### src/design/ipd_pkg.sv
// Shared types and constants for the ISP packet deframer.
package ipd_pkg;

  localparam logic [7:0] SYNC_FIRST  = 8'h55;
  localparam logic [7:0] SYNC_SECOND = 8'hAA;
  localparam int unsigned HEADER_LEN = 6;

  localparam logic [1:0] FUNC_BYTE = 2'd0;
  localparam logic [1:0] FUNC_TICK = 2'd1;
  localparam logic [1:0] FUNC_ARM  = 2'd2;

  localparam logic [1:0] ST_OK       = 2'd0;
  localparam logic [1:0] ST_TIMEOUT  = 2'd1;
  localparam logic [1:0] ST_PROTOCOL = 2'd2;
  localparam logic [1:0] ST_CHECKSUM = 2'd3;

  localparam logic [1:0] CFG_EXPECTED_CMD  = 2'd0;
  localparam logic [1:0] CFG_COPY_LIMIT    = 2'd1;
  localparam logic [1:0] CFG_TIMEOUT_TICKS = 2'd2;

  localparam int unsigned CFG_IDX_W  = 2;
  localparam int unsigned CFG_DATA_W = 24;
  localparam int unsigned LEN_OUT_W  = 6;
  localparam int unsigned TICK_W     = 24;

  localparam logic [LEN_OUT_W-1:0] COPY_LIMIT_RST = 6'd60;
  localparam logic [TICK_W-1:0]    TIMEOUT_RST    = 24'd1000;
  localparam logic [TICK_W-1:0]    TICK_MAX       = 24'hFFFFFF;

  typedef struct packed {
    logic [1:0] func;
    logic [7:0] rx_byte;
  } ipd_in_t;

  typedef struct packed {
    logic [7:0]           payload_byte;
    logic                 has_byte;
    logic                 is_last;
    logic [1:0]           status;
    logic [LEN_OUT_W-1:0] data_length;
  } ipd_out_t;

endpackage

### src/design/ipd_stream_if.sv
// Valid/ready channel interfaces for the deframer input and result streams.
interface ipd_in_if;
  logic             valid;
  logic             ready;
  ipd_pkg::ipd_in_t data;

  modport source (output valid, output data, input ready);
  modport sink (input valid, input data, output ready);
endinterface

interface ipd_out_if;
  logic              valid;
  logic              ready;
  ipd_pkg::ipd_out_t data;

  modport source (output valid, output data, input ready);
  modport sink (input valid, input data, output ready);
endinterface

### src/design/isp_packet_deframer.sv
// Receives framed bytes, checks header and checksum, and drains the payload buffer.
// One input item is taken per cycle while the block is idle and its output register is
// free or being emptied. A good packet then drains min(length, copy_limit) payload
// results from the payload memory through a registered read, one per cycle while the
// output is not stalled, and then one status result; no input is taken during that
// drain. An error gives a single status result straight from the accepting cycle.
// Payload RAM holds MAX_PAYLOAD bytes and needs no clearing.
module isp_packet_deframer #(
  parameter int unsigned MAX_PAYLOAD = 60
) (
  input  logic                               clk_i,
  input  logic                               rst_ni,
  input  logic                               cfg_we_i,
  input  logic [ipd_pkg::CFG_IDX_W-1:0]      cfg_idx_i,
  input  logic [ipd_pkg::CFG_DATA_W-1:0]     cfg_data_i,
  ipd_in_if.sink                             rx_i,
  ipd_out_if.source                          res_o
);

  localparam int unsigned ADDR_W = (MAX_PAYLOAD > 1) ? $clog2(MAX_PAYLOAD) : 1;
  localparam int unsigned CNT_W  = $clog2(MAX_PAYLOAD + 1);
  localparam int unsigned BC_W   = (CNT_W > 3) ? CNT_W : 3;
  localparam int unsigned LW     = ipd_pkg::LEN_OUT_W;
  localparam int unsigned TW     = ipd_pkg::TICK_W;

  localparam logic S_IDLE  = 1'b0;
  localparam logic S_DRAIN = 1'b1;
  localparam logic PH_HDR  = 1'b0;
  localparam logic PH_PAY  = 1'b1;

  logic [7:0]        exp_cmd_q;
  logic [LW-1:0]     copy_lim_q;
  logic [TW-1:0]     timeout_q;

  logic              state_q, state_d;
  logic              armed_q, armed_d;
  logic              phase_q, phase_d;
  logic [BC_W-1:0]   bc_q, bc_d;
  logic [7:0]        sum_q, sum_d;
  logic [TW-1:0]     tick_q, tick_d;
  logic [7:0]        hdr_q [ipd_pkg::HEADER_LEN];
  logic [7:0]        hdr_d [ipd_pkg::HEADER_LEN];

  logic [7:0]        mem [MAX_PAYLOAD];
  logic [7:0]        rd_data_q;
  logic              rd_pend_q, rd_pend_d;
  logic [ADDR_W-1:0] rd_addr_q, rd_addr_d;
  logic [LW-1:0]     rd_left_q, rd_left_d;
  logic [LW-1:0]     fin_len_q, fin_len_d;

  logic              out_valid_q, out_valid_d;
  ipd_pkg::ipd_out_t out_q, out_d;

  logic              out_free, in_ready, accept, mem_we, mem_re, load, issue, err;
  logic [1:0]        err_code;
  logic [15:0]       len, len_new;
  logic [15:0]       n_cnt;
  logic [TW-1:0]     limit, tick_n;
  logic [7:0]        b;

  assign out_free = !out_valid_q || res_o.ready;
  assign in_ready = (state_q == S_IDLE) && out_free;
  assign accept   = rx_i.valid && in_ready;
  assign b        = rx_i.data.rx_byte;
  assign len      = {hdr_q[5], hdr_q[4]};
  assign len_new  = {b, hdr_q[4]};
  assign n_cnt    = (16'(copy_lim_q) < len) ? 16'(copy_lim_q) : len;
  assign limit    = (timeout_q == '0) ? TW'(1) : timeout_q;
  assign tick_n   = (tick_q < ipd_pkg::TICK_MAX) ? tick_q + TW'(1) : tick_q;

  assign rx_i.ready  = in_ready;
  assign res_o.valid = out_valid_q;
  assign res_o.data  = out_q;

  always_comb begin
    state_d     = state_q;
    armed_d     = armed_q;
    phase_d     = phase_q;
    bc_d        = bc_q;
    sum_d       = sum_q;
    tick_d      = tick_q;
    hdr_d       = hdr_q;
    rd_pend_d   = rd_pend_q;
    rd_addr_d   = rd_addr_q;
    rd_left_d   = rd_left_q;
    fin_len_d   = fin_len_q;
    out_valid_d = out_valid_q && !res_o.ready;
    out_d       = out_q;
    mem_we      = 1'b0;
    mem_re      = 1'b0;
    load        = 1'b0;
    issue       = 1'b0;
    err         = 1'b0;
    err_code    = ipd_pkg::ST_OK;

    case (state_q)
      S_IDLE: begin
        if (accept) begin
          case (rx_i.data.func)
            ipd_pkg::FUNC_ARM: begin
              armed_d = 1'b1;
              phase_d = PH_HDR;
              bc_d    = '0;
              sum_d   = '0;
              tick_d  = '0;
            end
            ipd_pkg::FUNC_BYTE: begin
              if (armed_q) begin
                if (phase_q == PH_HDR) begin
                  for (int i = 0; i < ipd_pkg::HEADER_LEN; i++) begin
                    if (bc_q[2:0] == 3'(i)) hdr_d[i] = b;
                  end
                  bc_d = bc_q + BC_W'(1);
                  if (bc_q >= BC_W'(2)) sum_d = sum_q + b;
                  if (bc_q == BC_W'(ipd_pkg::HEADER_LEN - 1)) begin
                    if (hdr_q[0] != ipd_pkg::SYNC_FIRST || hdr_q[1] != ipd_pkg::SYNC_SECOND ||
                        hdr_q[2] != exp_cmd_q || len_new > 16'(MAX_PAYLOAD)) begin
                      err      = 1'b1;
                      err_code = ipd_pkg::ST_PROTOCOL;
                    end else begin
                      phase_d = PH_PAY;
                      bc_d    = '0;
                      tick_d  = '0;
                    end
                  end
                end else if (16'(bc_q) < len) begin
                  mem_we = 1'b1;
                  bc_d   = bc_q + BC_W'(1);
                  sum_d  = sum_q + b;
                end else if (b != sum_q) begin
                  err      = 1'b1;
                  err_code = ipd_pkg::ST_CHECKSUM;
                end else begin
                  armed_d   = 1'b0;
                  state_d   = S_DRAIN;
                  rd_left_d = n_cnt[LW-1:0];
                  rd_addr_d = '0;
                  fin_len_d = len[LW-1:0];
                end
              end
            end
            ipd_pkg::FUNC_TICK: begin
              if (armed_q) begin
                tick_d = tick_n;
                if (tick_n >= limit) begin
                  err      = 1'b1;
                  err_code = ipd_pkg::ST_TIMEOUT;
                end
              end
            end
            default: ;
          endcase
        end
        if (err) begin
          armed_d           = 1'b0;
          out_valid_d       = 1'b1;
          out_d.payload_byte = '0;
          out_d.has_byte    = 1'b0;
          out_d.is_last     = 1'b1;
          out_d.status      = err_code;
          out_d.data_length = '0;
        end
      end
      S_DRAIN: begin
        load  = rd_pend_q && out_free;
        issue = (rd_left_q != '0) && (!rd_pend_q || load);
        if (issue) begin
          mem_re    = 1'b1;
          rd_left_d = rd_left_q - LW'(1);
          rd_addr_d = rd_addr_q + ADDR_W'(1);
        end
        rd_pend_d = issue || (rd_pend_q && !load);
        if (load) begin
          out_valid_d        = 1'b1;
          out_d.payload_byte = rd_data_q;
          out_d.has_byte     = 1'b1;
          out_d.is_last      = 1'b0;
          out_d.status       = ipd_pkg::ST_OK;
          out_d.data_length  = fin_len_q;
        end else if (rd_left_q == '0 && !rd_pend_q && out_free) begin
          out_valid_d        = 1'b1;
          out_d.payload_byte = '0;
          out_d.has_byte     = 1'b0;
          out_d.is_last      = 1'b1;
          out_d.status       = ipd_pkg::ST_OK;
          out_d.data_length  = fin_len_q;
          state_d            = S_IDLE;
        end
      end
      default: state_d = S_IDLE;
    endcase
  end

  always_ff @(posedge clk_i or negedge rst_ni) begin
    if (!rst_ni) begin
      exp_cmd_q   <= '0;
      copy_lim_q  <= ipd_pkg::COPY_LIMIT_RST;
      timeout_q   <= ipd_pkg::TIMEOUT_RST;
      state_q     <= S_IDLE;
      armed_q     <= 1'b0;
      phase_q     <= PH_HDR;
      bc_q        <= '0;
      sum_q       <= '0;
      tick_q      <= '0;
      rd_pend_q   <= 1'b0;
      rd_addr_q   <= '0;
      rd_left_q   <= '0;
      fin_len_q   <= '0;
      out_valid_q <= 1'b0;
    end else begin
      if (cfg_we_i) begin
        case (cfg_idx_i)
          ipd_pkg::CFG_EXPECTED_CMD:  exp_cmd_q  <= cfg_data_i[7:0];
          ipd_pkg::CFG_COPY_LIMIT:    copy_lim_q <= cfg_data_i[LW-1:0];
          ipd_pkg::CFG_TIMEOUT_TICKS: timeout_q  <= cfg_data_i[TW-1:0];
          default: ;
        endcase
      end
      state_q     <= state_d;
      armed_q     <= armed_d;
      phase_q     <= phase_d;
      bc_q        <= bc_d;
      sum_q       <= sum_d;
      tick_q      <= tick_d;
      rd_pend_q   <= rd_pend_d;
      rd_addr_q   <= rd_addr_d;
      rd_left_q   <= rd_left_d;
      fin_len_q   <= fin_len_d;
      out_valid_q <= out_valid_d;
    end
  end

  always_ff @(posedge clk_i) begin
    hdr_q <= hdr_d;
    out_q <= out_d;
  end

  // payload buffer
  always_ff @(posedge clk_i) begin
    if (mem_we) mem[bc_q[ADDR_W-1:0]] <= b;
    if (mem_re) rd_data_q <= mem[rd_addr_q];
  end

endmodule
### src/flat_wrapper.sv
// flat-port wrapper written by rule: the top's interface ports become plain ports
module isp_packet_deframer_flat 
#(
  parameter int unsigned MAX_PAYLOAD = 60
)
  (clk_i, rst_ni, cfg_we_i, cfg_idx_i, cfg_data_i, rx_i_valid, rx_i_data, rx_i_ready, res_o_valid, res_o_data, res_o_ready);
  ipd_in_if rx_i_i ();
  ipd_out_if res_o_i ();
  input  logic clk_i;
  input  logic rst_ni;
  input  logic cfg_we_i;
  input  logic [ipd_pkg::CFG_IDX_W-1:0] cfg_idx_i;
  input  logic [ipd_pkg::CFG_DATA_W-1:0] cfg_data_i;
  input wire logic [$bits(rx_i_i.valid)-1:0] rx_i_valid;
  input wire logic [$bits(rx_i_i.data)-1:0] rx_i_data;
  output wire logic [$bits(rx_i_i.ready)-1:0] rx_i_ready;
  output wire logic [$bits(res_o_i.valid)-1:0] res_o_valid;
  output wire logic [$bits(res_o_i.data)-1:0] res_o_data;
  input wire logic [$bits(res_o_i.ready)-1:0] res_o_ready;
  assign rx_i_i.valid = rx_i_valid;
  assign rx_i_i.data = rx_i_data;
  assign rx_i_ready = rx_i_i.ready;
  assign res_o_valid = res_o_i.valid;
  assign res_o_data = res_o_i.data;
  assign res_o_i.ready = res_o_ready;
  isp_packet_deframer #(.MAX_PAYLOAD(MAX_PAYLOAD)) u_core (.clk_i(clk_i), .rst_ni(rst_ni), .cfg_we_i(cfg_we_i), .cfg_idx_i(cfg_idx_i), .cfg_data_i(cfg_data_i), .rx_i(rx_i_i), .res_o(res_o_i));
endmodule
### config.mk
export PLATFORM = sky130hd
export DESIGN_NAME = isp_packet_deframer_flat
export DESIGN_NICKNAME = d
export VERILOG_FILES = /design/src/design/ipd_pkg.sv /design/src/design/ipd_stream_if.sv /design/src/design/isp_packet_deframer.sv /design/src/flat_wrapper.sv
export SDC_FILE = /design/constraint.sdc
export NUM_CORES = 1
export LEC_CHECK = 0
export BUFFER_PORTS_ARGS = -buffer_cell sky130_fd_sc_hd__buf_4
export CAP_MARGIN = 25
export CORE_MARGIN = 10
export CORE_UTILIZATION = 55
export DETAILED_ROUTE_END_ITERATION = 12
export MAX_ROUTING_LAYER = met4
export PLACE_DENSITY = 0.81
export SYNTH_ARGS = -nofsm -noshare
export SYNTH_HDL_FRONTEND = slang
export SYNTH_SLANG_ARGS = --single-unit
### constraint.sdc
create_clock -name clk_i -period 4.5 [get_ports clk_i]
set_clock_uncertainty 0.05 [all_clocks]
set_input_delay 0.225 -clock clk_i [delete_from_list [all_inputs] [get_ports clk_i]]
set_output_delay 0.225 -clock clk_i [all_outputs]
set_load 0.005 [all_outputs]
# Word-level counts from Yosys, hierarchy flattened
# Memory sizes are Yosys's and may differ from the RTL's. A register that Yosys moved wholly into a read port is not among the register bits.
# Cells that the tools add are included.
[totals]
n_memories = 1
wordCells = 208
ram_bits = 480
ff_bits = 157
out_inout_bits = 20
inputBits = 41
[classes]
magnitude_cmp = 6
n_reduce_logical = 44
n_eq_ne = 29
n_addsub = 5
bitwise_logic = 4
n_mux = 95
[mem_list]
columns = ["memory", "words", "width", "rd", "rd_ports_with_merged_regs", "wr", "line", "text"]
rows = [
  ["u_core.mem", 60, 8, 1, 1, 1, "isp_packet_deframer.sv:44", "logic [7:0] mem [MAX_PAYLOAD];"],
]
[ops]
columns = ["operator", "n"]
rows = [
  ["two-way mux 24 bit", 7],
  ["two-way mux 6 bit", 20],
  ["case mux 24 bit (3 select lines)", 1],
  ["two-way mux 18 bit", 3],
  ["two-way mux 1 bit", 41],
  ["case mux 18 bit (2 select lines)", 1],
  ["case mux 6 bit (2 select lines)", 3],
  ["AND reduction 6 bit", 6],
  ["less-than comparator 6 x 16 -> 1 bit", 2],
  ["two-way mux 8 bit", 4],
  ["adder 24 x 1 -> 24 bit, second input constant", 1],
  ["greater-or-equal comparator 24 bit", 1],
  ["logical NOT 24 bit", 1],
  ["less-than comparator 24 bit, second input constant", 1],
  ["greater-than comparator 16 x 6 -> 1 bit, second input constant", 1],
  ["two-way mux 2 bit", 8],
  ["!= test 8 bit", 2],
  ["case mux 8 bit (2 select lines)", 1],
  ["!= test 2 bit, second input constant", 7],
  ["AND reduction 7 bit", 2],
  ["adder 6 x 1 -> 6 bit, second input constant", 2],
  ["!= test 2 x 1 -> 1 bit, second input constant", 6],
  ["case mux 1 bit (2 select lines)", 5],
  ["adder 8 bit", 1],
  ["28 further kinds", 56],
]

# Longest topological paths before layout
[depth]
word_depth = 13
mapped_depth = 14

# Worst setup path before layout
# No wires, ideal clock.
[synth_path]
path_kind = "reg-to-reg"
from = "register u_core.tick_q[6]"
to = "register u_core.out_q, in the netlist u_core.res_o.data[0], enable pin"
setup_slack_ps = 603
n_path_buf = 1
setup_ps = 378
synth_period_minus_slack_ps = 3897
t_required_ps = 4072
arrival_time_ps = 3470
stages_incl_launch_ff = 13
cell_sequence = "dfrtp_1 > nand3_2 > or4_1 > buf_2 > or4_4 > xnor2_1 > ha_1 > nand4_1 > nor4_1 > o311ai_0 > o211ai_1 > nand2_1 > nand3_1"
[synth_between]
elab_chain_cells = 10
word_cells_on_any_way = 11
classes_between = "add/sub (1); order compare (2); eq/ne (1); mux (6); reduce/logical (1)"
[synth_lines]
columns = ["element", "line", "text"]
rows = [
  ["start: declaration", "isp_packet_deframer.sv:40", "logic [TW-1:0] tick_q, tick_d;"],
  ["start signal: assignment", "isp_packet_deframer.sv:224", "tick_q <= tick_d;"],
  ["adder 24 x 1 -> 24 bit / less-than comparator 24 bit (equally long branches)", "isp_packet_deframer.sv:69", "assign tick_n = (tick_q < ipd_pkg::TICK_MAX) ? tick_q + TW'(1) : tick_q;"],
  ["two-way mux 24 bit (*)", "isp_packet_deframer.sv:69", ""],
  ["greater-or-equal comparator 24 bit (*)", "isp_packet_deframer.sv:145", "if (tick_n >= limit) begin"],
  ["two-way mux 1 bit (*)", "isp_packet_deframer.sv:145", ""],
  ["two-way mux 1 bit (*)", "isp_packet_deframer.sv:143", "if (armed_q) begin"],
  ["case mux 1 bit (2 select lines) (*)", "isp_packet_deframer.sv:99", "case (rx_i.data.func)"],
  ["two-way mux 1 bit (*)", "isp_packet_deframer.sv:98", "if (accept) begin"],
  ["two-way mux 1 bit (*)", "isp_packet_deframer.sv:96", "case (state_q)"],
  ["!= test 2 bit (no source line) (*)", "n/a", ""],
  ["AND reduction 2 bit (no source line) (*)", "n/a", ""],
  ["end signal: assignment", "isp_packet_deframer.sv:235", "out_q <= out_d;"],
  ["end: declaration", "isp_packet_deframer.sv:52", "ipd_pkg::ipd_out_t out_q, out_d;"],
]
# Every way passes the cells marked *; elsewhere a longest branch is shown, timed or not. The select of a mux whose other input is x is not followed.
# A chain may end at the register's enable or synchronous reset.

# Worst setup path after layout
[layout_path]
from = "register u_core.tick_q[8]"
to = "register u_core.out_q, in the netlist u_core.res_o.data[8], enable pin"
# Same word-level chain as after synthesis.

==> out/metrics.cfg <==
[timing]
relSlewSlack_pct = 31.6
finalCriticalPeriod_ns = 4.23
fin_crit_sh_pct = 93.9
report.final.slew_viol_count = 0
tightest_slew_ns = 1.02
holdWs_ns = 0.165
grt_setup_unrepaired = false
fmax_ghz = 0.237
finalSetupViolations = 0
hold_viol_final = 0
tns_ns = 0

[floorplanning]
initial_utilization_pct = 55.8
die_w_microns = 243
core_area_sq_um = 49100
io_pins = 61
dieArea_sq_um = 59100
rows = 81
die_h_microns = 243

[layout]
final_common_cell = edfxtp_1
antenna_cells = 0
nFillCells = 3284
finalNetCount = 1827
multi_input_area_sq_um = 7980
fin_area_sq_um = 31200
layout_common_cells = edfxtp_1, mux4_2, nor2_1
seqCellArea_sq_um = 18900
layout-drive-gt1-share_pct = 23.4
synthToLayoutAreaGrowth_pct = 14.1

[yosys]
synth_edf_count = 546
synthCells = 1609
synthesis.area_sq_um = 27400
yosysUniqueCellTypes = 77
syn_avg_cell_area_sq_um = 17.0
syn_nets = 1699
yosys_warnings = 0
synth_top_flop_cell = edfxtp_1
yosys_register_bits = 645
ys_seq_area_share_pct = 69.0
async_flop_share_pct = 15.3

[power_and_ir_drop]
switchingPower_mw = 2.83
clkPwrFrac_pct = 43.2
p_leak_nw = 10.8
p_per_area_nw_per_um2 = 414
vdd_drop_max_v = 0.000327
sequentialPowerShare_pct = 51.7
switching_share_pct = 21.9
cellInternalPower_mw = 10.1
combPwrFrac_pct = 5.0

[worst_setup_path]
path_depth = 12
endpoint_kind = register
r2r-start = u_core.tick_q[8]
startpoint = u_core.tick_q[8]
setup.worst_path.start_class = register
r2r_cells = 12
worst-setup-path-type = reg -> reg
ff2ff_setup_slack_ns = 0.27
r2r_end = u_core.res_o.data[8]
worstPathArrival_ns = 4.48
critPathBufInv = 1
crit_family = simple AND/OR/NAND/NOR gates
crit_required_ns = 4.75
slowest_delay_ns = 0.70
path_cells = nand3_2 -> or4_1 -> or4_4 -> xnor2_1 -> ha_1 -> nand4_1 -> nor4_2 -> o311ai_0 -> o211ai_1 -> nand2_1 -> nand3_1 -> buf_4
crit_slowest_cell = or4_1
critPathCapture = u_core.res_o.data[8]
worstPathMaxFanout = 10

[routing]
drt_iter0_markers = 2107
routed_wl_microns = 68700
vias = 16022
drtAntennaViolNets = 0
route.detailed.drc = 0
first_pass_iters = 6
vias_per_cell = 6.53
post_drt_wl_per_cell_microns = 28.0

[global_route]
grt_pass1_vias = 15767
grt_use_total_pct = 23.9
antenna_found_initial = 0
grt_pass1_wl_microns = 104000
grt_max_degree = 69
grt-ovfl-total = 0

[job]
max-cap-violations = 0

[place]
portBuffers = 60
hpwl_microns = 40000
routabilityCongestion = 0.887
dpl_cell_area_sq_um = 28600

[clock_network]
cts_sinks = 645
cts_buffers = 66
clockBufferDepth = 3
path_clk_slew_ns = 0.06
post_cts_buffers = 0
root_buffer = clkbuf_16
cts_tree = yes
htreeDepth = 3
insertion_delay_ns = 0.61

[hold_path]
hold_path_class = in -> reg

[status]
status = complete, no violations

-- power by group through the flow --
stage          Clock (mW)  Sequential, mW  Combinational [mW]
6_report             5.59            6.69               0.649
5_1_grt              5.88            6.70               0.715
4_1_cts              5.65            6.69               0.643
3_5_place_dp            0            6.81               0.613
3_3_place_gp            0            6.81               0.589
2_1_floorplan           0            6.77               0.370
-- flip-flops by register name, summed over array words and instances (netlist names), 6 cells and up --
signal and count:
u_core.tick_q 24, u_core.bc_q 6, u_core.rd_addr_q 6, u_core.timeout_q 24
u_core.hdr_q 40, u_core.res_o.data 18, u_core.rd_left_q 6, u_core.sum_q 8
u_core.mem 480, u_core.fin_len_q 6, u_core.copy_lim_q 6, u_core.exp_cmd_q 8
u_core.rd_data_q 8
-- logic make-up (layout without fill, tap and decap cells) --
group,Yosys count,after routing,share of synthesized area (%)
simple gates,365,365,6.82
buf+inv,128,308,1.88
compound gates,176,176,4.37
xor+xnor,37,37,1.18
mux,209,209,14.5
fa+ha+maj,49,49,2.27
flops,645,645,69.0
-- what timing repair did --
action                                  in CTS  in global routing
gates resized for setup                      0                  1
endpoints found under the setup margin       0                 14
hold endpoints to repair                   138                  0
hold buffers                                34                  0
-- routing by layer --
| metal | GRT usage [%] | vias to the layer above | routed length, microns |
|---|---|---|---|
| li1 | - | 6651 | - |
| met1 | 31.1 | 8175 | 26000 |
| met2 | 38.0 | 1034 | 34100 |
| met3 | 4.46 | 162 | 6660 |
| met4 | 7.24 | 0 | 1950 |
| met5 | - | - | 0 |
-- worst min path at each step --
stage                       from                    to  slack, ns  depth (start not counted)
floorplan                 rst_ni        u_core.armed_q      -0.12                          0
global placement          rst_ni  u_core.timeout_q[16]       0.33                          1
detailed placement        rst_ni  u_core.timeout_q[16]       0.34                          1
finish              rx_i_data[0]     u_core.mem[15][0]       0.16                          1
global route        rx_i_data[0]     u_core.mem[29][0]       0.17                          1
CTS                 cfg_idx_i[1]   u_core.exp_cmd_q[4]       0.13                          4
-- cell usage after synthesis (all sizes together), types with 9 or more instances --
library cell	count	area share, %
a21oi	36	0.66
a22oi	13	0.36
and2	19	0.43
and3	14	0.36
buf	35	0.61
clkbuf	35	0.48
dfrtp	89	8.1
dfstp	10	0.96
edfxtp	546	60
ha	48	2.2
inv	58	0.80
mux2	48	2.0
mux2i	17	0.62
mux4	144	12
nand2	60	0.82
nand3	49	0.93
nand4	22	0.50
nor2	102	1.4
nor3	31	0.59
nor4	19	0.46
o211ai	10	0.27
o21ai	47	0.87
xnor2	28	0.90
xor2	9	0.29
-- stage by stage --
step / setup slack, ns / util (%) / power, mW / std cells
floorplan: 0.603 / - / 7.14 / 1609
global placement: 0.258 / 58.4 / 7.40 / 2295
detailed placement: 0.228 / 58.4 / 7.43 / 2296
CTS: 0.216 / 63.5 / 13.0 / 2450
global route: 0.00837 / 63.7 / 13.3 / 2453
finish: 0.274 / 63.7 / 12.9 / 2453
-- cell type report --
class	instances	share of cell area (%)
flip-flops and latches	645	60.5
inverters	58	0.697
repair buffers	130	3.64
clock inverters	40	1.40
clock buffers	80	5.59
well taps	664	2.66
multi-input cells	836	25.5
(Power assumes the default switching activity.)
